$ cat config.mk
export PLATFORM = sky130hd
export DESIGN_NAME = ris_blend
export DESIGN_NICKNAME = d
export VERILOG_FILES = /design/src/rtl/ris_pkg.sv /design/src/rtl/ris_blend.sv
export SDC_FILE = /design/constraint.sdc
export NUM_CORES = 2
export LEC_CHECK = 0
export ABC_AREA = 1
export BUFFER_PORTS_ARGS = -buffer_cell sky130_fd_sc_hd__buf_2
export CAP_MARGIN = 40
export CORE_MARGIN = 1.5
export CORE_UTILIZATION = 60
export CTS_CLUSTER_SIZE = 16
export DETAILED_ROUTE_END_ITERATION = 7
export MAX_ROUTING_LAYER = met4
export PLACE_DENSITY = 0.8
export RECOVER_POWER = 50
export SYNTH_ARGS = -nofsm -noshare
export SYNTH_HDL_FRONTEND = slang
export SYNTH_SLANG_ARGS = --single-unit
export TNS_END_PERCENT = 1
$ cat constraint.sdc
create_clock -name clk -period 9.7 [get_ports clk]
set_input_delay 2.425 -clock clk [delete_from_list [all_inputs] [get_ports clk]]
set_output_delay 2.425 -clock clk [all_outputs]
set_load 0.01 [all_outputs]
$ cat src/rtl/ris_pkg.sv
`timescale 1ns / 1ps
// ----------------------------------------------------------------------------
// ris_pkg - shared types and constants of the image resampling scaler
// Field widths, register indexes, transaction structs and the control group
// that travels between the pipeline stages.
// ----------------------------------------------------------------------------
package ris_pkg;

  // fixed field widths
  localparam int POS_W      = 10;
  localparam int CH_W       = 8;
  localparam int PIX_W      = 3 * CH_W;
  localparam int SRC_SIZE_W = 9;
  localparam int OUT_SIZE_W = 10;
  localparam int CFG_IDX_W  = 2;
  localparam int CFG_DATA_W = 10;

  // parameter defaults
  localparam int DEF_MAX_SRC_WIDTH  = 256;
  localparam int DEF_MAX_SRC_HEIGHT = 256;
  localparam int DEF_FRAC_BITS      = 8;

  // register reset values
  localparam logic [SRC_SIZE_W-1:0] RST_SRC_WIDTH  = 9'd256;
  localparam logic [SRC_SIZE_W-1:0] RST_SRC_HEIGHT = 9'd256;
  localparam logic [OUT_SIZE_W-1:0] RST_OUT_SIZE   = 10'd256;

  typedef enum logic {
    OP_WRITE  = 1'b0,
    OP_SAMPLE = 1'b1
  } opcode_t;

  typedef enum logic {
    MODE_NEAREST  = 1'b0,
    MODE_BILINEAR = 1'b1
  } interp_mode_t;

  typedef enum logic [CFG_IDX_W-1:0] {
    REG_SRC_WIDTH   = 2'd0,
    REG_SRC_HEIGHT  = 2'd1,
    REG_OUT_SIZE    = 2'd2,
    REG_INTERP_MODE = 2'd3
  } cfg_reg_t;

  typedef struct packed {
    opcode_t          opcode;
    logic [POS_W-1:0] pos_x;
    logic [POS_W-1:0] pos_y;
    logic [CH_W-1:0]  red_in;
    logic [CH_W-1:0]  green_in;
    logic [CH_W-1:0]  blue_in;
  } in_item_t;

  typedef struct packed {
    logic [CH_W-1:0] red_out;
    logic [CH_W-1:0] green_out;
    logic [CH_W-1:0] blue_out;
  } out_item_t;

  // effective configuration (sizes already forced into range)
  typedef struct packed {
    logic [SRC_SIZE_W-1:0] src_width;
    logic [SRC_SIZE_W-1:0] src_height;
    logic [OUT_SIZE_W-1:0] out_size;
    interp_mode_t          mode;
  } cfg_t;

  // per-stage control group
  typedef struct packed {
    logic valid;
    logic sample;
    logic write;
  } ctl_t;

  // parities of the neighbour coordinates, select the banks
  typedef struct packed {
    logic x0;
    logic x1;
    logic y0;
    logic y1;
  } nbr_par_t;

endpackage

$ cat src/rtl/ris_blend.sv
`timescale 1ns / 1ps
// ----------------------------------------------------------------------------
// ris_blend - bilinear weighting
// Weights, per-channel products and the final sum in three register
// stages; the last stage is the output register.
// ----------------------------------------------------------------------------
module ris_blend #(
  parameter int FRAC_BITS = ris_pkg::DEF_FRAC_BITS
) (
  input  logic                           clk,
  input  logic                           rst_n,
  input  logic                           en,
  input  ris_pkg::ctl_t                  ctl,
  input  ris_pkg::nbr_par_t              par,
  input  logic [FRAC_BITS-1:0]           fx,
  input  logic [FRAC_BITS-1:0]           fy,
  input  logic [3:0][ris_pkg::PIX_W-1:0] rd_pix,
  output logic                           out_valid,
  output ris_pkg::out_item_t             out_item
);

  localparam int ONE_W = FRAC_BITS + 1;
  localparam int W_W   = 2 * FRAC_BITS + 1;
  localparam int PR_W  = W_W + ris_pkg::CH_W;
  localparam int SUM_W = PR_W + 2;
  localparam int CH_W  = ris_pkg::CH_W;

  logic [ONE_W-1:0]          gx, gy;
  logic [W_W-1:0]            wt_nxt [4];
  logic [ris_pkg::PIX_W-1:0] px_nxt [4];
  logic                      v1_r, v2_r, v3_r;
  logic [W_W-1:0]            wt_r   [4];
  logic [ris_pkg::PIX_W-1:0] px_r   [4];
  logic [PR_W-1:0]           prod_r [3][4];
  logic [SUM_W-1:0]          sum_nxt [3];
  ris_pkg::out_item_t        out_r;

  assign gx = ONE_W'(1 << FRAC_BITS) - {1'b0, fx};
  assign gy = ONE_W'(1 << FRAC_BITS) - {1'b0, fy};

  // neighbour order: upper left, upper right, lower left, lower right
  always_comb begin
    px_nxt[0] = rd_pix[{par.y0, par.x0}];
    px_nxt[1] = rd_pix[{par.y0, par.x1}];
    px_nxt[2] = rd_pix[{par.y1, par.x0}];
    px_nxt[3] = rd_pix[{par.y1, par.x1}];
    wt_nxt[0] = W_W'(gx) * W_W'(gy);
    wt_nxt[1] = W_W'(fx) * W_W'(gy);
    wt_nxt[2] = W_W'(gx) * W_W'(fy);
    wt_nxt[3] = W_W'(fx) * W_W'(fy);
  end

  // valid bits, write transactions end here
  always_ff @(posedge clk) begin
    if (!rst_n) begin
      v1_r <= 1'b0;
      v2_r <= 1'b0;
      v3_r <= 1'b0;
    end else if (en) begin
      v1_r <= ctl.valid && ctl.sample;
      v2_r <= v1_r;
      v3_r <= v2_r;
    end
  end

  // weight stage and product stage
  always_ff @(posedge clk) begin
    if (en) begin
      for (int k = 0; k < 4; k++) begin
        wt_r[k] <= wt_nxt[k];
        px_r[k] <= px_nxt[k];
      end
      for (int c = 0; c < 3; c++) begin
        for (int k = 0; k < 4; k++) begin
          prod_r[c][k] <= PR_W'(wt_r[k]) *
                          PR_W'(px_r[k][ris_pkg::PIX_W-1-CH_W*c -: CH_W]);
        end
      end
    end
  end

  // sum stage
  always_comb begin
    for (int c = 0; c < 3; c++) begin
      sum_nxt[c] = SUM_W'(prod_r[c][0]) + SUM_W'(prod_r[c][1]) +
                   SUM_W'(prod_r[c][2]) + SUM_W'(prod_r[c][3]);
    end
  end

  always_ff @(posedge clk) begin
    if (en) begin
      out_r.red_out   <= sum_nxt[0][2*FRAC_BITS +: CH_W];
      out_r.green_out <= sum_nxt[1][2*FRAC_BITS +: CH_W];
      out_r.blue_out  <= sum_nxt[2][2*FRAC_BITS +: CH_W];
    end
  end

  assign out_valid = v3_r;
  assign out_item  = out_r;

endmodule

Word-level counts from Yosys, hierarchy flattened. Memories as Yosys holds them, arrays and structs flattened. Index checks and enable logic that the tools add are counted.

$mul: 16. Add/sub/neg operators: 11. Magnitude comparators: 4. Reductions and logical operators: 1. Mux-type cells: 10.

Operator list (number): $mul 17x8->25 (12); $add 24x24->24 (9); $bmux 24 s2 (4); $mux 24 (4); $sub 9x8->9 const A (2); $mul 8x9->17 (1); $mul 9x8->17 (1); $mul 9x9->17 (1); $mul 8x8->16 (1); $lt 2x3->1 const B (4); $mux 1 (2); $logic_and 1x1->1 (1).

Memories: 3. Output and inout bits: 25. Register bits: 27. RAM bits: 464.

Memory list: prod_r (depth 3, width 100, read ports 3, clocked after Yosys merged registers in 0, write ports 3, RTL line ris_blend.sv:34) `logic [PR_W-1:0] prod_r [3][4];`; px_r (depth 4, width 24, read ports 4, clocked after Yosys merged registers in 0, write ports 4, RTL line ris_blend.sv:33) `logic [ris_pkg::PIX_W-1:0] px_r [4];`; wt_r (depth 4, width 17, read ports 4, clocked after Yosys merged registers in 0, write ports 4, RTL line ris_blend.sv:32) `logic [W_W-1:0] wt_r [4];`.

Logic depth before layout (Yosys ltp). An unclocked memory read counts as a cell.

Depth after elaboration: 4. Depth in mapped cells: 25.

Worst setup path after synthesis. Ideal clock, no wire load.

Kind: input-to-reg. Start: in fx[0]. End: mem wt_r[0][15] (netlist name) (data pin). Data required time: 9.442 ns. Setup slack: 2.849 ns. Buffers on the path: 0. Cell stages on the path: 23. Library setup time: 0.258 ns. Arrival: 6.593 ns. Cells stage by stage: clkinv_1 ha_1 nand2_1 nor2_1 nand3_1 nor2_1 inv_1 nor2_1 inv_1 fa_1 inv_1 fa_1 fa_1 inv_1 fa_1 inv_1 ha_1 a21oi_1 or2_2 nand3_1 nand2_1 nand2_1 xor2_1.

RTL lines: start: declaration (RTL line ris_blend.sv:15) `input logic [FRAC_BITS-1:0] fx,`; end: declaration (RTL line ris_blend.sv:32).

==> results.ini <==
[drt]
wirelength_mm = 247
drc = 0
drtIter0Drc = 6448
wl_per_cell_um = 19.0
dr.pass1.iters = 8
routed_via_density = 5.47
drt.antenna.violating_nets = 0
vias = 71057

[floorplan]
initial_utilization_pct = 60.7
coreArea_um2 = 142000
die_area_um2 = 146000
fp-row-count = 138
die_h_um = 382
die_x_um = 382
io_pins = 147

[timing]
setup_viol = 0
clock_skew_ns = 0.0542
rsz0062_at_grt = false
max_freq_mhz = 122
slew_violations = 683
fin_crit_ns = 8.17
fin_ws_ns = 1.53
finalSetupTns_ns = 0
holdWs_ns = 0.482
tightest_slew_ns = 4.18
post-route-period-util_pct = 84.3
relSlewSlack_pct = -179
final-hold-violation-count = 0

[synthesis]
synthSimpleGateAreaFrac_pct = 19.3
muxShareOfSynthArea_pct = 0
synth_area_um2 = 86100
netlist_instances = 11140
avgSynthCellArea_um2 = 7.73
ys_seq_area_share_pct = 16.5
synth_top_area_share_pct = 31.5
synth_top_family_by_area = adder cells
synth_compound_gate_area_share_pct = 5.47
ys_types = 38
synthTopCellsByArea = fa_1 (32%), edfxtp_1 (16%), nand2_1 (14%), inv_1 (12%), ha_1 (11%)
synth_edf_count = 472
ys_ff_latch = 475
synth_nets = 13349
ys_async_sr_fraction_pct = 0
ys.flop_type = edfxtp_1
yosysMostFrequentCell = nand2_1
yosys.area_share.adder_pct = 42.2
yosys_warnings = 0
yosys-top-cells-count = nand2_1 (3151), inv_1 (2858), fa_1 (1357)
synthXorXnorAreaFrac_pct = 2.25
synth_top_area_cell = fa_1

[clocking]
cts_post_setup_buffers_inserted = 0
clk_pin_slew_ns = 0.06
postCtsHoldBufs = 0
htreeDepth = 2
clkLatencyLatePin_ns = 0.70
root_buffer = clkbuf_16
cts_tree = yes
cts_resized = 0
cts_inserted_buffers = 59
clock-sinks = 475
clk_path_buf_depth = 3

[worst_setup_path]
rrSetupSlack_ns = 3.63
cp_cell_sequence = clkbuf_1 > clkbuf_1 > dlymetal6s4s_1
reg2reg_from = wt_r[2][1]$_DFFE_PP_
reg2reg_depth = 15
path_max_fanout = 72
slowest_stage = clkbuf_1
slowest_delay_ns = 2.81
path_class = input pin to flop
cp-end-kind = flop
start_kind = input pin
r2r-end = prod_r[0][38]$_DFFE_PP_
critPathRequiredTime_ns = 9.92
critical_path.top_delay_family = buffers and inverters
path_common_cell = clkbuf_1
cp.arrival_ns = 8.39
worst-path-buf-inv = 3

[worst_hold_path]
holdPathStages = 2
hp-start = v1_r$_SDFFE_PN0P_
hold_path_end = v2_r$_SDFFE_PN0P_
hold_class = flop to flop

[placement]
portBuffers = 145
pre_cts_slack_ns = 1.68
post-dp-hpwl_mm = 196
gp_congestion = 0.981

[global_route]
grt_pass1_vias = 73361
grt_start_max_net_pins = 141
grt_pass1_wl_mm = 392
antenna_found_initial = 12
grt.total_usage_pct = 35.5
overflow = 0

[finish]
multi_input_area_um2 = 59600
layout-drive-gt1-share_pct = 3.30
num-nets-final = 13254
fill_cells = 12153
area_growth_pct = 5.15
regArea_um2 = 14200

[job]
cap_viol_max_count = 9

[outcome]
outcome = complete, but fails checks
violations = capacitance limit, slew limit

cells by family (layout without fill, tap and decap cells):
family	count (synthesis)	after routing
buf+inv	3269	3223
flops	475	475
xor+xnor	218	218
fa+ha+maj	2087	2087
simple gates	4199	4199
other cells	0	4
compound gates	892	892
through the flow:
| stage | util (%) | cells | instance area, um2 |
|---|---|---|---|
| after global routing | 63.8 | 12988 | 90500 |
| after CTS | 63.9 | 12984 | 90600 |
| after detailed placement | 62.4 | 12874 | 88500 |
| final | 63.8 | 12988 | 90500 |
| after global placement | 62.2 | 12852 | 88300 |
| after floorplan | - | 11140 | 86100 |
cell type report:
cell class / instances / area share, %
multi-input cells: 7396 / 65.8
well taps: 1890 / 2.61
repair buffers: 244 / 1.65
flip-flops and latches: 475 / 15.7
clock inverters: 47 / 0.637
diodes: 4 / 0.0111
inverters: 2869 / 11.9
clock buffers: 63 / 1.67
worst min-delay path: stages (launching register included):
cell and delay, ns:
dfxtp_1 0.32, nor2_1 0.05, nor2_1 0.08
metal layers:
layer | vias to the layer above | GRT usage, % | share of wire (%)
li1 | 32842 | - | -
met1 | 34308 | 45.3 | 39
met2 | 3331 | 54.8 | 45
met3 | 576 | 7.74 | 11
met4 | 0 | 15.1 | 4.9
met5 | - | - | 0
sequential cells by signal, indices dropped and copies added (netlist names):
name       flops
v1_r           1
wt_r          64
px_r          96
prod_r       288
out_item      24
v2_r           1
out_valid      1
cell usage in the layout (no fill, tap or decap), types with 66 or more instances in the layout:
master    Yosys  final
a21oi_1     387    387
buf_2         6    151
buf_4         0     71
edfxtp_1    472    472
fa_1       1357   1357
ha_1        730    730
inv_1      2858   2858
nand2_1    3151   3151
nand3_1     269    269
nand4_1     103    103
nor2_1      550    550
nor3_1       66     66
o21ai_0     401    400
xnor2_1      81     81
xor2_1      135    135
how the worst max path moves through the flow:
stage                     startpoint                       to  slack [ns]  cells past startpoint
after floorplan                fx[0]    wt_r[0][15]$_DFFE_PP_        2.85                     23
after global placement         fx[0]    wt_r[0][13]$_DFFE_PP_        1.70                     19
after detailed placement       fx[0]    wt_r[0][15]$_DFFE_PP_        1.68                     19
after CTS                      fx[0]    wt_r[0][15]$_DFFE_PP_        2.38                     19
after global routing              en  prod_r[0][35]$_DFFE_PP_        1.00                      3
final                             en  prod_r[0][71]$_DFFE_PP_        1.53                      3
Power is not shown: default switching activity piles up to over one toggle a cycle in this logic, so the estimate is an artifact.
