## src/rtl/ris_pkg.sv

```systemverilog
`timescale 1ns / 1ps
// ----------------------------------------------------------------------------
// ris_pkg - shared types and constants of the image resampling scaler
// Field widths, register indexes, transaction structs and the control group
// that travels between the pipeline stages.
// ----------------------------------------------------------------------------
package ris_pkg;

  // fixed field widths
  localparam int POS_W      = 10;
  localparam int CH_W       = 8;
  localparam int PIX_W      = 3 * CH_W;
  localparam int SRC_SIZE_W = 9;
  localparam int OUT_SIZE_W = 10;
  localparam int CFG_IDX_W  = 2;
  localparam int CFG_DATA_W = 10;

  // parameter defaults
  localparam int DEF_MAX_SRC_WIDTH  = 256;
  localparam int DEF_MAX_SRC_HEIGHT = 256;
  localparam int DEF_FRAC_BITS      = 8;

  // register reset values
  localparam logic [SRC_SIZE_W-1:0] RST_SRC_WIDTH  = 9'd256;
  localparam logic [SRC_SIZE_W-1:0] RST_SRC_HEIGHT = 9'd256;
  localparam logic [OUT_SIZE_W-1:0] RST_OUT_SIZE   = 10'd256;

  typedef enum logic {
    OP_WRITE  = 1'b0,
    OP_SAMPLE = 1'b1
  } opcode_t;

  typedef enum logic {
    MODE_NEAREST  = 1'b0,
    MODE_BILINEAR = 1'b1
  } interp_mode_t;

  typedef enum logic [CFG_IDX_W-1:0] {
    REG_SRC_WIDTH   = 2'd0,
    REG_SRC_HEIGHT  = 2'd1,
    REG_OUT_SIZE    = 2'd2,
    REG_INTERP_MODE = 2'd3
  } cfg_reg_t;

  typedef struct packed {
    opcode_t          opcode;
    logic [POS_W-1:0] pos_x;
    logic [POS_W-1:0] pos_y;
    logic [CH_W-1:0]  red_in;
    logic [CH_W-1:0]  green_in;
    logic [CH_W-1:0]  blue_in;
  } in_item_t;

  typedef struct packed {
    logic [CH_W-1:0] red_out;
    logic [CH_W-1:0] green_out;
    logic [CH_W-1:0] blue_out;
  } out_item_t;

  // effective configuration (sizes already forced into range)
  typedef struct packed {
    logic [SRC_SIZE_W-1:0] src_width;
    logic [SRC_SIZE_W-1:0] src_height;
    logic [OUT_SIZE_W-1:0] out_size;
    interp_mode_t          mode;
  } cfg_t;

  // per-stage control group
  typedef struct packed {
    logic valid;
    logic sample;
    logic write;
  } ctl_t;

  // parities of the neighbour coordinates, select the banks
  typedef struct packed {
    logic x0;
    logic x1;
    logic y0;
    logic y1;
  } nbr_par_t;

endpackage

```

## src/rtl/ris_divider.sv

```systemverilog
`timescale 1ns / 1ps
// ----------------------------------------------------------------------------
// ris_divider - pipelined restoring divider
// One quotient bit per register stage, MSB first, in NUM_W register stages.
// ----------------------------------------------------------------------------
module ris_divider #(
  parameter int NUM_W = 27,
  parameter int DEN_W = 10
) (
  input  logic             clk,
  input  logic             en,
  input  logic [NUM_W-1:0] num,
  input  logic [DEN_W-1:0] den,
  output logic [NUM_W-1:0] quo
);

  logic [DEN_W-1:0] rem_r [NUM_W-1];
  logic [NUM_W-1:0] num_r [NUM_W-1];
  logic [NUM_W-1:0] quo_r [NUM_W];

  for (genvar k = 0; k < NUM_W; k++) begin : g_stage
    logic [DEN_W-1:0] rem_in;
    logic [NUM_W-1:0] num_in;
    logic [NUM_W-1:0] quo_in;
    logic [DEN_W:0]   trial;
    logic             take;

    if (k == 0) begin : g_first
      assign rem_in = '0;
      assign num_in = num;
      assign quo_in = '0;
    end else begin : g_next
      assign rem_in = rem_r[k-1];
      assign num_in = num_r[k-1];
      assign quo_in = quo_r[k-1];
    end

    // shift in the next numerator bit and try the subtraction
    assign trial = {rem_in, num_in[NUM_W-1]};
    assign take  = (trial >= {1'b0, den});

    always_ff @(posedge clk) begin
      if (en) begin
        quo_r[k] <= {quo_in[NUM_W-2:0], take};
      end
    end

    if (k < NUM_W - 1) begin : g_carry
      always_ff @(posedge clk) begin
        if (en) begin
          rem_r[k] <= take ? DEN_W'(trial - {1'b0, den}) : trial[DEN_W-1:0];
          num_r[k] <= {num_in[NUM_W-2:0], 1'b0};
        end
      end
    end
  end

  assign quo = quo_r[NUM_W-1];

endmodule

```

## src/rtl/ris_map.sv

```systemverilog
`timescale 1ns / 1ps
// ----------------------------------------------------------------------------
// ris_map - output coordinate to fixed-point source position
// Multiplies the coordinate by the source size, then divides by the output
// size in two divider lanes while the transaction travels alongside.
// ----------------------------------------------------------------------------
module ris_map #(
  parameter int FRAC_BITS = ris_pkg::DEF_FRAC_BITS,
  parameter int NUM_W     = ris_pkg::POS_W + ris_pkg::SRC_SIZE_W + ris_pkg::DEF_FRAC_BITS
) (
  input  logic               clk,
  input  logic               rst_n,
  input  logic               en,
  input  logic               in_valid,
  input  ris_pkg::in_item_t  in_item,
  input  ris_pkg::cfg_t      cfg,
  output logic               out_valid,
  output ris_pkg::in_item_t  out_item,
  output logic [NUM_W-1:0]   ux,
  output logic [NUM_W-1:0]   uy
);

  localparam int PROD_W = ris_pkg::POS_W + ris_pkg::SRC_SIZE_W;

  logic              v0_r;
  ris_pkg::in_item_t item0_r;
  logic [PROD_W-1:0] prod_x_r;
  logic [PROD_W-1:0] prod_y_r;
  logic              v_sb_r    [NUM_W];
  ris_pkg::in_item_t item_sb_r [NUM_W];

  // product stage
  always_ff @(posedge clk) begin
    if (!rst_n) begin
      v0_r <= 1'b0;
    end else if (en) begin
      v0_r <= in_valid;
    end
  end

  always_ff @(posedge clk) begin
    if (en) begin
      item0_r  <= in_item;
      prod_x_r <= PROD_W'(in_item.pos_x) * PROD_W'(cfg.src_width);
      prod_y_r <= PROD_W'(in_item.pos_y) * PROD_W'(cfg.src_height);
    end
  end

  // divider lanes
  ris_divider #(
    .NUM_W (NUM_W),
    .DEN_W (ris_pkg::OUT_SIZE_W)
  ) u_div_x (
    .clk (clk),
    .en  (en),
    .num (NUM_W'({prod_x_r, {FRAC_BITS{1'b0}}})),
    .den (cfg.out_size),
    .quo (ux)
  );

  ris_divider #(
    .NUM_W (NUM_W),
    .DEN_W (ris_pkg::OUT_SIZE_W)
  ) u_div_y (
    .clk (clk),
    .en  (en),
    .num (NUM_W'({prod_y_r, {FRAC_BITS{1'b0}}})),
    .den (cfg.out_size),
    .quo (uy)
  );

  // transaction sideband, aligned with the divider stages
  always_ff @(posedge clk) begin
    if (!rst_n) begin
      for (int k = 0; k < NUM_W; k++) begin
        v_sb_r[k] <= 1'b0;
      end
    end else if (en) begin
      v_sb_r[0] <= v0_r;
      for (int k = 1; k < NUM_W; k++) begin
        v_sb_r[k] <= v_sb_r[k-1];
      end
    end
  end

  always_ff @(posedge clk) begin
    if (en) begin
      item_sb_r[0] <= item0_r;
      for (int k = 1; k < NUM_W; k++) begin
        item_sb_r[k] <= item_sb_r[k-1];
      end
    end
  end

  assign out_valid = v_sb_r[NUM_W-1];
  assign out_item  = item_sb_r[NUM_W-1];

endmodule

```

## config.mk

```make
export PLATFORM = sky130hd
export DESIGN_NAME = ris_map
export DESIGN_NICKNAME = d
export VERILOG_FILES = /design/src/rtl/ris_pkg.sv /design/src/rtl/ris_divider.sv /design/src/rtl/ris_map.sv
export SDC_FILE = /design/constraint.sdc
export NUM_CORES = 2
export LEC_CHECK = 0
export BUFFER_PORTS_ARGS = -buffer_cell sky130_fd_sc_hd__clkbuf_2
export CORE_UTILIZATION = 60
export CTS_CLUSTER_DIAMETER = 120
export DETAILED_ROUTE_END_ITERATION = 10
export GPL_TIMING_DRIVEN = 0
export PLACE_DENSITY = 0.78
export RECOVER_POWER = 100
export SYNTH_ARGS = -nofsm -noshare
export SYNTH_HDL_FRONTEND = slang
export SYNTH_HIERARCHICAL = 1
export SYNTH_MEMORY_MAX_BITS = 65536
export SYNTH_SLANG_ARGS = --single-unit
```

## constraint.sdc

```tcl
create_clock -name clk -period 6.4 [get_ports clk]
set_input_delay 0.96 -clock clk [delete_from_list [all_inputs] [get_ports clk]]
set_output_delay 0.96 -clock clk [all_outputs]
set_load 0.02 [all_outputs]
```

# Word level (Yosys, flattened, before mapping)
# Memory sizes are Yosys's and may differ from the RTL's.
# Index checks and enable logic that the tools add are counted.
# word_totals
register_bits,84
latchBits,0
ramBits,4572
romBits,0
input_bits,78
out_inout_bits,100
word_cells,236
memories,8
# classes
addsub,52
n_mul,2
div_mod_pow,0
magnitude_cmp,54
eq_ne,0
shifts,0
n_mux,84
bitwise,27
n_reduce_logical,0
# mem_list
name,depth,width,read_ports,rd_clocked_by_memory_dff,write_ports,line,rtl
item_sb_r,27,45,27,0,27,ris_map.sv:30,ris_pkg::in_item_t item_sb_r [NUM_W];
u_div_x.quo_r,27,27,27,0,27,ris_divider.sv:19,logic [NUM_W-1:0] quo_r [NUM_W];
u_div_y.quo_r,27,27,27,0,27,ris_divider.sv:19,
u_div_x.num_r,26,26,26,0,26,ris_divider.sv:18,logic [NUM_W-1:0] num_r [NUM_W-1];
u_div_y.num_r,26,26,26,0,26,ris_divider.sv:18,
u_div_x.rem_r,26,10,26,0,26,ris_divider.sv:17,logic [DEN_W-1:0] rem_r [NUM_W-1];
+2 memories,--,--,--,--,--,--,
# op_table
cell,n
$ge A11 B10 Y1,52
$mux W10,52
$sub A10 B10 Y10,50
$mul A10 B9 Y19,2
$mux W1,32
$or A1 B1 Y1,27
$ge A1 B10 Y1,2
$sub A1 B10 Y10,2

# Longest topological paths before layout
# depth
ltp_word,4
mapped_depth,17

# Hierarchy
# Netlist, hierarchy kept.
# modules_own_cells
module,n_inst,cells_per_inst,area_each_um2
ris_map,1,2066,45916.5
ris_divider (u_div_y),1,2698,44056.0
ris_divider (u_div_x),1,2697,44018.5

# Worst setup path before layout
# OpenSTA, ideal clock, no wires.
# synth_timing
path_type,input to register
startpoint,in cfg[13] in the netlist's numbering
endpoint,"reg prod_y_r[14], data pin"
setup_ps,203
arrival_ps,4778
t_required_ps,6197
setup_slack_ps,1419
path_stages,15
n_path_buf,1
path_cell_list,clkbuf_1 -> nand2_1 -> fa_1 -> inv_1 -> fa_1 -> fa_1 -> inv_1 -> fa_1 -> inv_1 -> ha_1 -> a21o_1 -> a21oi_4 -> a21oi_2 -> o211a_1 -> a2111oi_1
# synth_between
elab_chain_len,1
# synth_lines
element,line,rtl
from (decl),ris_map.sv:16,"input ris_pkg::cfg_t cfg,"
$mul A10 B9 Y19,ris_map.sv:45,prod_y_r <= PROD_W'(in_item.pos_y) * PROD_W'(cfg.src_height);
to (signal assigned),ris_map.sv:45,
to (decl),ris_map.sv:28,logic [PROD_W-1:0] prod_y_r;
# Every way passes these cells.
# A chain may end at the register's enable or synchronous reset.

# Worst setup path in the final report
# layout_timing
startpoint,in in_item[24] in the netlist's numbering
endpoint,"reg prod_y_r[15], data pin"
# layout_between
elab_chain_len,1
# layout_lines
element,line,rtl
from (decl),ris_map.sv:15,"input ris_pkg::in_item_t in_item,"
$mul A10 B9 Y19,ris_map.sv:45,
# Every way passes these cells.

==> flow_summary.toml <==
[synth]
synth_most_common_cell = "edfxtp_1"
synth_top_family_by_area = "adder cells"
ys_seq_area_share_pct = 74.0
yosys.cell_types.count = 65
synth_top_cell_by_area = "edfxtp_1"
synthMuxAreaShare_pct = 4.34
yosys_warnings = 6
synth-xor-area-share_pct = 2.42
synth_edf_count = 3302
synth_adder_area_share_pct = 8.07
syn_inst = 7461
synth-compound-area-share_pct = 5.71
synth_top_area_share_pct = 74.0
synthSimpleGateAreaFrac_pct = 4.25
synthTopCellsByCount = "3,302 x edfxtp_1, 602 x ha_1, 333 x inv_1, 325 x nand2_1, 297 x a21oi_1"
synth_ff_type = "edfxtp_1"
synthesis.area_um2 = 134000
synth_area_leaders = "edfxtp_1 74%, ha_1 5.6%, fa_1 2.5%, mux2_4 2.3%, xnor2_1 1.7%"
yosys_register_bits = 3304
async_reset_ff_share_pct = 0
syn_area_per_cell_um2 = 18.0

[clocking]
htreeDepth = 5
cts_setup_buffers = 0
cts_resized = 0
ctsLongestPathBuffers = 4
cts.clk_slew.worst_paths_ns = 0.06
cts_hold_buf = 0
numCtsBuffers = 340
clk-insertion-delay-late_ns = 0.95
cts_sinks = 3304
cts-root-buf = "clkbuf_16"
cts_tree = "built"

[power_and_ir_drop]
leakagePower_nw = 54.1
irDropWorstVdd_v = 0.000292
p_per_area_nw_per_um2 = 426
total_power_mw = 63.6

[routing]
vias = 63200
met2WireLength_mm = 99.3
drt-initial-drc-count = 4242
drc = 2
postRouteWirelength_mm = 204
routedWlPerCell_um = 18.2
met3WireLength_mm = 9.71
ant_nets = 0
drt_first_pass_iters = 9
highest_layer = "met5"
viasPerCell = 5.61
wl_met1_mm = 89.8

[worst_setup_path]
critPathCaptureType = "flop"
cp_max_fo = 10
worstRegToRegCells = 7
cp-start-kind = "input port"
r2r_setup_slack_ns = 3.23
critPathKind = "in2reg"
crit_arrival_ns = 5.84
crit_required_ns = 7.01

[timing]
clock_skew_ns = 0.0605
fin_crit_ns = 5.24
setup_viol = 0
max_slew_margin_pct = -181
fin_hold_ws_ns = 0.208
fin_setup_tns_ns = 0
timing_hold_violations_final = 0
drv_slew = 548
fin_ws_ns = 1.16
period_share_pct = 81.8
max_freq_mhz = 191
rsz0062_at_grt = "no"
tightest_slew_ns = 4.21

[placement]
placed_cells = 10700
dp_hpwl_mm = 123
place_congestion = 0.852
numPortBuffers = 169
pre_cts_slack_ns = 0.763
placed_cell_area_um2 = 140000

[floorplan]
dieArea_um2 = 225000
rows = 173
start_util_pct = 60.3
coreArea_um2 = 222000
ios = 178
die_w_um = 475
dieHeight_um = 475

[grt]
grt_max_degree = 133
grt.total_usage_pct = 18.3
antenna_found_initial = 7
grt_pass1_wl_mm = 330
grt_pass1_vias = 64600
grt-ovfl-total = 0

[status]
violations = "DRC, capacitance limit, slew limit"
status = "finished with violations"

[cells_and_area]
finalNonFillerCells = 11300
drive_gt1_share_pct = 9.01
fin_util_pct = 67.2
nets = 8879
area_growth_pct = 11.3
post-route-cell-area_um2 = 149000

[hold_path]
hold_path.class = "in2reg"
hold_depth = 1

[job]
cap_viol_max_count = 6
==> cells by family (layout without fill, tap and decap cells) <==
group	Yosys count	after routing
xor gates and xnor gates	370	370
and+or+nand+nor	1106	1106
buffers and inverters	398	1204
muxes	453	453
adders and majority gates	766	766
other	1	20
DFF	3304	3304
AOI/OAI and AO/OA	1063	1063
==> worst paths after layout <==
| path | from | to |
|---|---|---|
| min reg2reg | u_div_y/quo_r[0][303] | u_div_y/quo_r[0][331] |
| max | in_item[24] | prod_y_r[15] |
| min | in_item[0] | item0_r[0] |
| max reg2reg | u_div_y/rem_r[9][2] | u_div_y/rem_r[10][4] |
==> flip-flops by register name, indices dropped and copies added, names as in the netlist <==
signal	cells
u_div_y/rem_r	260
u_div_x/rem_r	260
item0_r	45
item_sb_r	1215
v_sb_r	27
prod_x_r	19
u_div_x/quo_r	378
prod_y_r	19
v0_r	1
u_div_y/quo_r	378
u_div_y/num_r	351
u_div_x/num_r	351
==> critical path, cell delays in order <==
cell and delay [ns]:
clkbuf_1 0.46, nand2_1 0.16, fa_1 0.53, fa_1 0.54, inv_1 0.05, fa_1 0.52
inv_1 0.05, fa_1 0.53, inv_1 0.04, ha_1 0.38, nand4_1 0.21, a2111oi_0 1.13
o211ai_1 0.26
==> final cells by class <==
| class | count | area, um^2 |
|---|---|---|
| flip-flops and latches | 3304 | 99200 |
| clock inverters | 199 | 1880 |
| fillers | 14500 | 72900 |
| diodes | 4 | 10.0 |
| repair buffers | 217 | 1760 |
| inverters | 383 | 1480 |
| well taps | 2975 | 3720 |
| multi-input cells | 3774 | 32300 |
| clock buffers | 390 | 8760 |
| plain buffers | 15 | 57.6 |
==> where the power goes <==
group	switching [mW]	total, mW	internal, mW
registers	1.21	29.2	28.0
clock network	7.75	18.8	11.1
logic	8.65	15.5	6.89
==> layout by cell type (no fill, tap or decap), types with 50 or more instances in the layout <==
cell type and count:
and2_1 112, xor2_1 107, fa_1 164, o21bai_1 52, o21a_1 100, ha_1 602, xnor2_1 263, edfxtp_1 3302
nor4_1 109, a21o_1 119, mux2i_1 53, nand2_1 325, o21ai_0 112, o31a_1 50, inv_1 336, nor2_1 170
clkinv_2 58, nor2b_1 62, o211ai_1 55, clkbuf_1 189, o31ai_1 52, clkbuf_16 343, a21oi_1 299, clkinv_1 74
a221oi_1 52, and3_1 70, nand3b_1 50, a211oi_1 64, mux2_1 339, nand3_1 90
==> routing by layer <==
metal	up-vias	track usage, %
li1	30100	-
met5	-	0
met1	31200	24.1
met2	1452	30.6
met3	470	3.52
met4	8	6.22
Power figures use the tool's default switching activity.
