## config.mk

```make
export PLATFORM = sky130hd
export DESIGN_NAME = ris_addr
export DESIGN_NICKNAME = d
export VERILOG_FILES = /design/src/rtl/ris_pkg.sv /design/src/rtl/ris_addr.sv
export SDC_FILE = /design/constraint.sdc
export NUM_CORES = 1
export LEC_CHECK = 0
export ABC_AREA = 1
export CAP_MARGIN = 25
export CORE_MARGIN = 2
export CORE_UTILIZATION = 45
export CTS_CLUSTER_SIZE = 28
export DETAILED_ROUTE_END_ITERATION = 8
export DONT_BUFFER_PORTS = 1
export SLEW_MARGIN = 20
export SYNTH_ARGS = -nofsm -noshare
export SYNTH_HDL_FRONTEND = slang
export SYNTH_SLANG_ARGS = --single-unit
```

## constraint.sdc

```tcl
create_clock -name clk -period 3.9 [get_ports clk]
set_clock_uncertainty 0.2 [all_clocks]
set_input_delay 0.195 -clock clk [delete_from_list [all_inputs] [get_ports clk]]
set_output_delay 0.195 -clock clk [all_outputs]
set_load 0.01 [all_outputs]
```

## src/rtl/ris_pkg.sv

```systemverilog
`timescale 1ns / 1ps
// ----------------------------------------------------------------------------
// ris_pkg - shared types and constants of the image resampling scaler
// Field widths, register indexes, transaction structs and the control group
// that travels between the pipeline stages.
// ----------------------------------------------------------------------------
package ris_pkg;

  // fixed field widths
  localparam int POS_W      = 10;
  localparam int CH_W       = 8;
  localparam int PIX_W      = 3 * CH_W;
  localparam int SRC_SIZE_W = 9;
  localparam int OUT_SIZE_W = 10;
  localparam int CFG_IDX_W  = 2;
  localparam int CFG_DATA_W = 10;

  // parameter defaults
  localparam int DEF_MAX_SRC_WIDTH  = 256;
  localparam int DEF_MAX_SRC_HEIGHT = 256;
  localparam int DEF_FRAC_BITS      = 8;

  // register reset values
  localparam logic [SRC_SIZE_W-1:0] RST_SRC_WIDTH  = 9'd256;
  localparam logic [SRC_SIZE_W-1:0] RST_SRC_HEIGHT = 9'd256;
  localparam logic [OUT_SIZE_W-1:0] RST_OUT_SIZE   = 10'd256;

  typedef enum logic {
    OP_WRITE  = 1'b0,
    OP_SAMPLE = 1'b1
  } opcode_t;

  typedef enum logic {
    MODE_NEAREST  = 1'b0,
    MODE_BILINEAR = 1'b1
  } interp_mode_t;

  typedef enum logic [CFG_IDX_W-1:0] {
    REG_SRC_WIDTH   = 2'd0,
    REG_SRC_HEIGHT  = 2'd1,
    REG_OUT_SIZE    = 2'd2,
    REG_INTERP_MODE = 2'd3
  } cfg_reg_t;

  typedef struct packed {
    opcode_t          opcode;
    logic [POS_W-1:0] pos_x;
    logic [POS_W-1:0] pos_y;
    logic [CH_W-1:0]  red_in;
    logic [CH_W-1:0]  green_in;
    logic [CH_W-1:0]  blue_in;
  } in_item_t;

  typedef struct packed {
    logic [CH_W-1:0] red_out;
    logic [CH_W-1:0] green_out;
    logic [CH_W-1:0] blue_out;
  } out_item_t;

  // effective configuration (sizes already forced into range)
  typedef struct packed {
    logic [SRC_SIZE_W-1:0] src_width;
    logic [SRC_SIZE_W-1:0] src_height;
    logic [OUT_SIZE_W-1:0] out_size;
    interp_mode_t          mode;
  } cfg_t;

  // per-stage control group
  typedef struct packed {
    logic valid;
    logic sample;
    logic write;
  } ctl_t;

  // parities of the neighbour coordinates, select the banks
  typedef struct packed {
    logic x0;
    logic x1;
    logic y0;
    logic y1;
  } nbr_par_t;

endpackage

```

## src/rtl/ris_addr.sv

```systemverilog
`timescale 1ns / 1ps
// ----------------------------------------------------------------------------
// ris_addr - neighbour selection
// Rounds or floors the source position, clamps to the image and produces
// the neighbour coordinates and fractions; write transactions pass their
// store coordinate and range check.
// ----------------------------------------------------------------------------
module ris_addr #(
  parameter int MAX_SRC_WIDTH  = ris_pkg::DEF_MAX_SRC_WIDTH,
  parameter int MAX_SRC_HEIGHT = ris_pkg::DEF_MAX_SRC_HEIGHT,
  parameter int FRAC_BITS      = ris_pkg::DEF_FRAC_BITS,
  parameter int NUM_W          = ris_pkg::POS_W + ris_pkg::SRC_SIZE_W + ris_pkg::DEF_FRAC_BITS,
  parameter int XW             = $clog2(ris_pkg::DEF_MAX_SRC_WIDTH),
  parameter int YW             = $clog2(ris_pkg::DEF_MAX_SRC_HEIGHT)
) (
  input  logic                      clk,
  input  logic                      rst_n,
  input  logic                      en,
  input  logic                      in_valid,
  input  ris_pkg::in_item_t         in_item,
  input  logic [NUM_W-1:0]          ux,
  input  logic [NUM_W-1:0]          uy,
  input  ris_pkg::cfg_t             cfg,
  output ris_pkg::ctl_t             ctl,
  output logic [XW-1:0]             x0,
  output logic [XW-1:0]             x1,
  output logic [YW-1:0]             y0,
  output logic [YW-1:0]             y1,
  output logic [FRAC_BITS-1:0]      fx,
  output logic [FRAC_BITS-1:0]      fy,
  output logic [ris_pkg::PIX_W-1:0] pix
);

  localparam int IX_W = NUM_W - FRAC_BITS + 1;
  localparam int HALF = 1 << (FRAC_BITS - 1);

  logic [XW-1:0]        last_x;
  logic [YW-1:0]        last_y;
  logic [IX_W-1:0]      fl_x, fl_y, rn_x, rn_y, fl1_x, fl1_y, ix, iy;
  logic                 bilin, is_write, in_range;
  ris_pkg::ctl_t        ctl_nxt, ctl_r;
  logic [XW-1:0]        x0_nxt, x1_nxt, x0_r, x1_r, cx0, cx1;
  logic [YW-1:0]        y0_nxt, y1_nxt, y0_r, y1_r, cy0, cy1;
  logic [FRAC_BITS-1:0] fx_nxt, fy_nxt, fx_r, fy_r;
  logic [ris_pkg::PIX_W-1:0] pix_r;

  assign last_x = XW'(cfg.src_width - 1'b1);
  assign last_y = YW'(cfg.src_height - 1'b1);
  assign bilin  = (cfg.mode == ris_pkg::MODE_BILINEAR);

  // integer parts: floor, floor plus one, and rounded half up
  assign fl_x  = IX_W'(ux >> FRAC_BITS);
  assign fl_y  = IX_W'(uy >> FRAC_BITS);
  assign fl1_x = fl_x + 1'b1;
  assign fl1_y = fl_y + 1'b1;
  assign rn_x  = IX_W'(({1'b0, ux} + (NUM_W + 1)'(HALF)) >> FRAC_BITS);
  assign rn_y  = IX_W'(({1'b0, uy} + (NUM_W + 1)'(HALF)) >> FRAC_BITS);
  assign ix    = bilin ? fl_x : rn_x;
  assign iy    = bilin ? fl_y : rn_y;

  // clamp to the last column and row
  assign cx0 = (ix > IX_W'(last_x)) ? last_x : XW'(ix);
  assign cy0 = (iy > IX_W'(last_y)) ? last_y : YW'(iy);
  assign cx1 = (fl1_x > IX_W'(last_x)) ? last_x : XW'(fl1_x);
  assign cy1 = (fl1_y > IX_W'(last_y)) ? last_y : YW'(fl1_y);

  assign is_write = (in_item.opcode == ris_pkg::OP_WRITE);
  assign in_range = (32'(in_item.pos_x) < MAX_SRC_WIDTH) &&
                    (32'(in_item.pos_y) < MAX_SRC_HEIGHT);

  // nearest mode reuses the blend with zero fractions on one neighbour
  always_comb begin
    ctl_nxt.valid  = in_valid;
    ctl_nxt.sample = !is_write;
    ctl_nxt.write  = is_write && in_range;
    if (is_write) begin
      x0_nxt = XW'(in_item.pos_x);
      y0_nxt = YW'(in_item.pos_y);
      x1_nxt = x0_nxt;
      y1_nxt = y0_nxt;
      fx_nxt = '0;
      fy_nxt = '0;
    end else if (bilin) begin
      x0_nxt = cx0;
      y0_nxt = cy0;
      x1_nxt = cx1;
      y1_nxt = cy1;
      fx_nxt = ux[FRAC_BITS-1:0];
      fy_nxt = uy[FRAC_BITS-1:0];
    end else begin
      x0_nxt = cx0;
      y0_nxt = cy0;
      x1_nxt = cx0;
      y1_nxt = cy0;
      fx_nxt = '0;
      fy_nxt = '0;
    end
  end

  always_ff @(posedge clk) begin
    if (!rst_n) begin
      ctl_r <= '0;
    end else if (en) begin
      ctl_r <= ctl_nxt;
    end
  end

  always_ff @(posedge clk) begin
    if (en) begin
      x0_r  <= x0_nxt;
      x1_r  <= x1_nxt;
      y0_r  <= y0_nxt;
      y1_r  <= y1_nxt;
      fx_r  <= fx_nxt;
      fy_r  <= fy_nxt;
      pix_r <= {in_item.red_in, in_item.green_in, in_item.blue_in};
    end
  end

  assign ctl = ctl_r;
  assign x0  = x0_r;
  assign x1  = x1_r;
  assign y0  = y0_r;
  assign y1  = y1_r;
  assign fx  = fx_r;
  assign fy  = fy_r;
  assign pix = pix_r;

endmodule

```

== Word level (Yosys, flattened, before mapping) ==
Cells that the tools add are included.
Storage, ports and cells
  output and inout port bits: 75
  register bits: 75
  word-level logic and storage cells: 38
  bits of input ports: 132
Operators by class
  bitwise logic cells: 1
  mux-type cells: 12
  magnitude comparators: 6
  $add $sub $neg: 6
  reductions and logical operators: 3
Operator list (number)
  $gt 20x8->1: 4
  $mux 8: 10
  $add 27x8->28 const B: 2
  $add 19x1->20 const B: 2
  $mux 20: 2
  $lt 10x9->1 const B: 2
  $sub 8x1->8 const B: 2
  $logic_and 1x1->1: 2
  $reduce_and 2->1: 1
  $not 1->1: 1

== Depth between registers and ports, before layout ==
Gate-level depths: netlist of the first run.
  depth after elaboration: 6
  gate-level depth with buffers: 20
  depth with buffers taken out: 20

== Worst setup path before layout of the first run ==
OpenSTA, ideal clock, no wires.
  path kind: in2reg
  start: in cfg[0] (netlist name)
  end: reg y0_r[3], in the netlist y0[3], data pin
  arrival time: 2.145 ns
  library setup time: 0.266 ns
  buffers on the path: 2
  cell stages on the path: 18
  required time: 3.434 ns
  slack: 1.289 ns
  cells stage by stage: buf_2 -> clkinv_2 -> buf_4 -> nand2_2 -> nor2_1 -> nand2_1 -> xor2_1 -> inv_1 -> ha_1 -> nand2_1 -> nor2_1 -> nand2_1 -> nor2_1 -> nand3_2 -> nand2_4 -> nand2_1 -> nand3_1 -> o21ai_1
On the way
  cells in the longest elaborated chain, start to end: 4
RTL lines
  from (decl): line ris_addr.sv:23  | input ris_pkg::cfg_t cfg,
  $mux 20 *: line ris_addr.sv:59  | assign iy = bilin ? fl_y : rn_y;
  $gt 20x8->1: line ris_addr.sv:63  | assign cy0 = (iy > IX_W'(last_y)) ? last_y : YW'(iy);
  $mux 8 *: line ris_addr.sv:63
  $mux 8 *: line ris_addr.sv:76  | if (is_write) begin
  net y0_nxt[3]: line ris_addr.sv:43  | logic [YW-1:0] y0_nxt, y1_nxt, y0_r, y1_r, cy0, cy1;
  to (signal assigned): line ris_addr.sv:112  | y0_r <= y0_nxt;
  to (decl): line ris_addr.sv:43
The timed path passes the listed nets; every way through them passes the cells marked *.
A chain may end at the register's enable or synchronous reset.

== Worst setup path after layout of the first run ==
  start: in cfg[0] (netlist name)
  end: reg y0_r[0], in the netlist y0[0], data pin
Same word-level chain as after synthesis.

==> results of run 1 <==
[flip-flops by register name, indices dropped and copies added (netlist names)]
name / flops
ctl: 3
fx: 8
fy: 8
pix: 24
x0: 8
x1: 8
y0: 8
y1: 8
[report_power, final]
part           internal [mW]  switching [mW]
Clock                  0.506           0.335
Sequential             0.966          0.0672
Combinational          0.176           0.273
Total                   1.65           0.675
[area by class of cell]
cell class / count / area [µm²]
Inverter: 147 / 553
Fill cell: 1455 / 6730
Sequential cell: 75 / 2220
Clock buffer: 9 / 225
Clock inverter: 7 / 82.6
Antenna cell: 1 / 2.50
Tap cell: 184 / 230
Timing Repair Buffer: 63 / 658
Multi-Input combinational cell: 797 / 3940
[cells by family (layout without fill, tap and decap cells)]
family | count (synthesis) | count (layout) | synth area share [%]
compound gates | 57 | 57 | 4.61
xor+xnor | 31 | 31 | 3.98
fa+ha+maj | 30 | 30 | 5.51
buf+inv | 166 | 226 | 9.64
flops | 75 | 75 | 32.6
other cells | 0 | 1 | 0
simple gates | 679 | 679 | 43.7
[worst register-to-register path, delay by kind of cell (launching register included)]
kind            cells  cell delay (ps)
compound gates      1              150
buf+inv             1              550
flops               1              340
simple gates        1               50
[final timing paths]
path                        from                   to  slack [ps]  depth (start not counted)
max                       cfg[0]      y0[0]$_DFFE_PP_         560                         17
min                      cfg[11]      y1[0]$_DFFE_PP_           8                          3
max reg2reg  ctl[2]$_SDFFE_PN0P_  ctl[2]$_SDFFE_PN0P_        2490                          3
min reg2reg  ctl[0]$_SDFFE_PN0P_  ctl[0]$_SDFFE_PN0P_         350                          2
[metal layers]
layer	routed length [µm]	global-route usage [%]	part of all wire [%]	up-vias
met5	0	0	0	-
met3	1400	4.06	7.0	16
met1	9130	33.6	45	2978
met4	329	6.46	1.6	0
li1	-	-	-	3473
met2	9320	41.6	46	258
[Yosys cell counts (2+ instances only)]
master	instances
clkbuf_1	6
nand3b_1	3
nor2_1	151
xnor2_1	9
inv_2	3
a21oi_1	19
nor3_1	9
nand3_1	116
dfxtp_1	3
o21ai_1	13
buf_2	7
o21bai_1	2
nor2_2	10
nand4_1	40
buf_4	2
nand2_2	10
ha_1	30
nand2_4	3
nor3_2	2
nand3_2	3
edfxtp_1	72
nand2_1	324
a21oi_2	5
buf_6	2
o21ai_0	16
xor2_1	22
inv_1	142
nor2_4	7
[metrics by stage]
| stage | hold WS (ps) | worst slack [ps] | cell area (µm²) | total power, mW |
|---|---|---|---|---|
| global route | 58.6 | 363 | 7910 | 2.44 |
| detailed placement | 93.9 | 727 | 6940 | 1.42 |
| CTS | 1.67 | 616 | 7910 | 2.33 |
| global placement | 93.9 | 758 | 6940 | 1.42 |
| floorplan | 93.9 | 1290 | 6820 | 1.34 |
| finish | 8.12 | 563 | 7910 | 2.32 |
==> flow_metrics.py, run 1 <==
metrics = {
    "finish": {
        "layout_common_cells": "nand2_1, nor2_1, inv_1",
        "area_growth_pct": 16.1,
        "stdcell_count": 1283,
        "finalNetCount": 1255,
        "final_common_cell": "nand2_1",
        "drive_gt1_share_pct": 5.65,
        "post-route-util_pct": 54.0,
    },
    "cts": {
        "cts_root_buffer": "clkbuf_16",
        "cts_buffer_depth": 2,
        "clk-insertion-delay-late_ps": 320,
        "cts_tree": "built",
        "cts_setup_buffers": 0,
        "cts.sinks": 75,
        "cts_made_buffers": 9,
        "cts.htree.levels": 3,
        "cts_resized": 0,
        "cts_hold_buffers": 63,
        "clk_pin_slew_ps": 60,
    },
    "synth": {
        "synth-seq-cells": 75,
        "seq_area_frac_synth_pct": 32.6,
        "yosysTopAreaCellShare_pct": 31.7,
        "synth_edf_count": 72,
        "async_reset_ff_share_pct": 0,
        "synthTopCellsByArea": "edfxtp_1, nand2_1, nand3_1",
        "synthCells": 1038,
        "syn_area_per_cell_um2": 6.57,
        "yosysTopAreaCell": "edfxtp_1",
        "synth_ff_type": "edfxtp_1",
        "syn_area_um2": 6820,
        "yosys_warnings": 0,
        "syn-num-nets": 1200,
        "ys_types": 35,
    },
    "sta": {
        "finalMaxSlewViolations": 0,
        "tightest_slew_ps": 636,
        "fin_crit_ps": 3340,
        "fmax_mhz": 300,
        "hold_violations": 0,
        "slew_headroom_pct": 57.5,
        "setup_violations": 0,
        "rsz0062_at_grt": "false",
        "setup-tns-final_ps": 0,
        "period_share_pct": 85.6,
    },
    "grt": {
        "grt_pass1_vias": 6188,
        "overflow": 0,
        "grt_pass1_wl_um": 32100,
        "antenna_found_initial": 1,
        "grt_max_degree": 76,
        "grtUsageTotal_pct": 24.9,
    },
    "power": {
        "p_leak_nw": 3.71,
        "ir_worst_vdd_mv": 0.242,
        "cellPowerDensity_nw_per_um2": 294,
    },
    "critical_path": {
        "endpoint_kind": "register",
        "crit_fanout": 22,
        "slowest_delay_ps": 550,
        "crit_path_top_delay_cell": "dlygate4sd3_1",
        "crit_family": "simple AND/OR/NAND/NOR gates",
        "cp_cell_sequence": "clkinv_2 > nand2_2 > inv_1 > nand2_1 > xor2_1 > inv_1 > ha_1 > nand2_1 > nor2_1 > nand2_1 > nor2_1 > nand3_2 > nand2_4 > nand2_1 > nand3_1 > nand2_1 > dlygate4sd3_1",
        "start_kind": "input pin",
        "cp_num_buf_inv": 4,
        "crit_arrival_ps": 3210,
        "crit_path_frequent_cell": "nand2_1",
        "worst-setup-path-type": "input pin to register",
        "crit_required_ps": 3770,
    },
    "run": {
        "maxCapViolCount": 0,
    },
    "routing": {
        "drt-vias-per-instance": 5.24,
        "first_iter_violations": 432,
        "ant_nets": 0,
        "routed_wl_um": 20200,
        "wire_per_inst_um": 15.7,
        "via_count": 6725,
        "first_pass_iters": 5,
        "drcViolationCount": 0,
    },
    "floorplanning": {
        "die_h_um": 127,
        "design.core.area_um2": 14600,
        "rows": 44,
        "fp.dieArea_um2": 16100,
        "io_pins": 207,
        "dieWidth_um": 127,
        "initial_core_util_pct": 46.5,
    },
    "outcome": {
        "status": "complete, no violations",
    },
    "worst_hold_path": {
        "min_path_type": "input pin to register",
    },
    "placement": {
        "io_buffers": 0,
        "globalplace.congestion": 0.901,
        "dp.cells": 1203,
        "dp_hpwl_um": 15800,
    },
}
(Power assumes the default switching activity.)
==> inputs of run 2 (changes only) <==
Settings changed: HOLD_SLACK_MARGIN set to 0.12.
==> flow_metrics.py, run 2 (same netlist as run 1, synthesis figures left out) <==
metrics = {
    "finish": {
        "finalNetCount": 1273,
        "drive_gt1_share_pct": 5.56,
        "final_area_um2": 8090,
        "layout_common_cells": "nand2_1, nor2_1, inv_1",
        "final_common_cell": "nand2_1",
        "area_growth_pct": 18.7,
        "seq_area_um2": 2220,
        "fillers": 1440,
        "multi_input_area_um2": 3940,
        "largest_register_ffs": 24,
        "post-route-util_pct": 55.2,
        "stdcell_count": 1301,
    },
    "power": {
        "power_mw": 2.34,
        "cellPowerDensity_nw_per_um2": 290,
        "p_leak_nw": 3.79,
        "ir_worst_vdd_mv": 0.241,
    },
    "floorplanning": {
        "die_h_um": 127,
        "rows": 44,
        "io_pins": 207,
        "fp.dieArea_um2": 16100,
        "design.core.area_um2": 14600,
        "initial_core_util_pct": 46.5,
        "dieWidth_um": 127,
    },
    "sta": {
        "layout_setup_ws_ps": 478,
        "tightest_slew_ps": 637,
        "rsz0062_at_grt": "false",
        "fmax_mhz": 292,
        "setup-tns-final_ps": 0,
        "finalMaxSlewViolations": 0,
        "period_share_pct": 87.7,
        "slew_headroom_pct": 57.4,
        "setup_violations": 0,
        "fin_crit_ps": 3420,
        "holdWs_ps": 123,
        "hold_violations": 0,
    },
    "critical_path": {
        "crit_family": "simple AND/OR/NAND/NOR gates",
        "worstRegToRegCells": 3,
        "crit_path_top_delay_cell": "dlygate4sd3_1",
        "cp-startpoint": "cfg[0]",
        "rr_endpoint": "ctl[2]$_SDFFE_PN0P_",
        "cp_cell_sequence": "clkinv_2 > nand2_1 > nor3_1 > xor2_1 > inv_1 > ha_1 > nand3_1 > nor2_1 > nand2_1 > nor2_2 > nand3_2 > nand2_4 > nand2_1 > nand4_1 > nand2_1 > dlygate4sd3_1",
        "worst-setup-path-type": "input pin to register",
        "cp_num_buf_inv": 3,
        "crit_fanout": 22,
        "endpoint_kind": "register",
        "crit_required_ps": 3770,
        "path_depth": 16,
        "crit_path_frequent_cell": "nand2_1",
        "crit_arrival_ps": 3300,
        "start_kind": "input pin",
        "r2r_slack_ps": 2490,
        "slowest_delay_ps": 550,
        "crit_end": "x1[0]$_DFFE_PP_",
        "regToRegStartpoint": "ctl[2]$_SDFFE_PN0P_",
    },
    "cts": {
        "cts.htree.levels": 3,
        "cts_resized": 0,
        "clk-insertion-delay-late_ps": 320,
        "cts_buffer_depth": 2,
        "clk_pin_slew_ps": 60,
        "cts_root_buffer": "clkbuf_16",
        "cts_made_buffers": 9,
        "cts_tree": "built",
        "cts.sinks": 75,
        "cts_setup_buffers": 0,
    },
    "placement": {
        "globalplace.congestion": 0.901,
        "dp.cells": 1203,
        "dp_hpwl_um": 15800,
        "dpl_worst_slack_ps": 727,
        "io_buffers": 0,
        "postPlaceCellArea_um2": 6940,
    },
    "outcome": {
        "status": "complete, no violations",
    },
    "routing": {
        "wl_met1_um": 9100,
        "drcViolationCount": 0,
        "ant_nets": 0,
        "via_count": 6794,
        "drt-vias-per-instance": 5.22,
        "routed_wl_um": 20400,
        "top_layer": "met4",
        "first_iter_violations": 481,
        "first_pass_iters": 6,
        "wire_per_inst_um": 15.6,
        "wl_met2_um": 9360,
        "wl_met3_um": 1470,
    },
    "run": {
        "maxCapViolCount": 0,
    },
    "grt": {
        "grt_max_degree": 76,
        "grt_pass1_wl_um": 32400,
        "antenna_found_initial": 1,
        "grt_pass1_vias": 6286,
        "overflow": 0,
        "grtUsageTotal_pct": 25.1,
    },
    "worst_hold_path": {
        "min_path_type": "input pin to register",
    },
}
==> run 2: worst min path at each step <==
stage / startpoint / end / slack (ps) / cells after the start
final: in_item[44] / x0[3]$_DFFE_PP_ / 120 / 3
after global routing: in_item[44] / y1[3]$_DFFE_PP_ / 150 / 4
after CTS: in_item[44] / x0[3]$_DFFE_PP_ / 120 / 3
after detailed placement: in_item[19] / pix[19]$_DFFE_PP_ / 90 / 0
after global placement: in_item[19] / pix[19]$_DFFE_PP_ / 90 / 0
after floorplan: in_item[0] / pix[0]$_DFFE_PP_ / 90 / 0
==> run 2: what timing repair did <==
item / 4_1_cts / 5_1_grt
endpoints found under the hold margin: 147 / 0
endpoints found under the setup margin: 0 / 0
hold buffers: 81 / 0
==> run 2: power by group <==
group / internal, mW / switching, mW
Sequential: 0.967 / 0.0675
Clock: 0.506 / 0.332
Combinational: 0.193 / 0.277
==> run 2: area by class of cell <==
| class | instances | share of cell area [%] |
|---|---|---|
| Tap cell | 184 | 2.85 |
| Inverter | 147 | 6.84 |
| Clock inverter | 7 | 1.02 |
| Antenna cell | 1 | 0.0309 |
| Multi-Input combinational cell | 797 | 48.7 |
| Timing Repair Buffer | 81 | 10.4 |
| Sequential cell | 75 | 27.5 |
| Clock buffer | 9 | 2.78 |
==> run 2: routing by layer <==
metal / vias to the layer above / global-route usage [%]
li1: 3509 / -
met1: 2998 / 33.6
met2: 268 / 42.1
met3: 19 / 4.10
met4: 0 / 7.30
met5: - / 0
==> run 2: worst reg2reg max path, cell delays in order (launching register included) <==
cell	delay [ps]
dfxtp_1	340
o21ai_0	150
nor2_1	50
dlygate4sd3_1	550
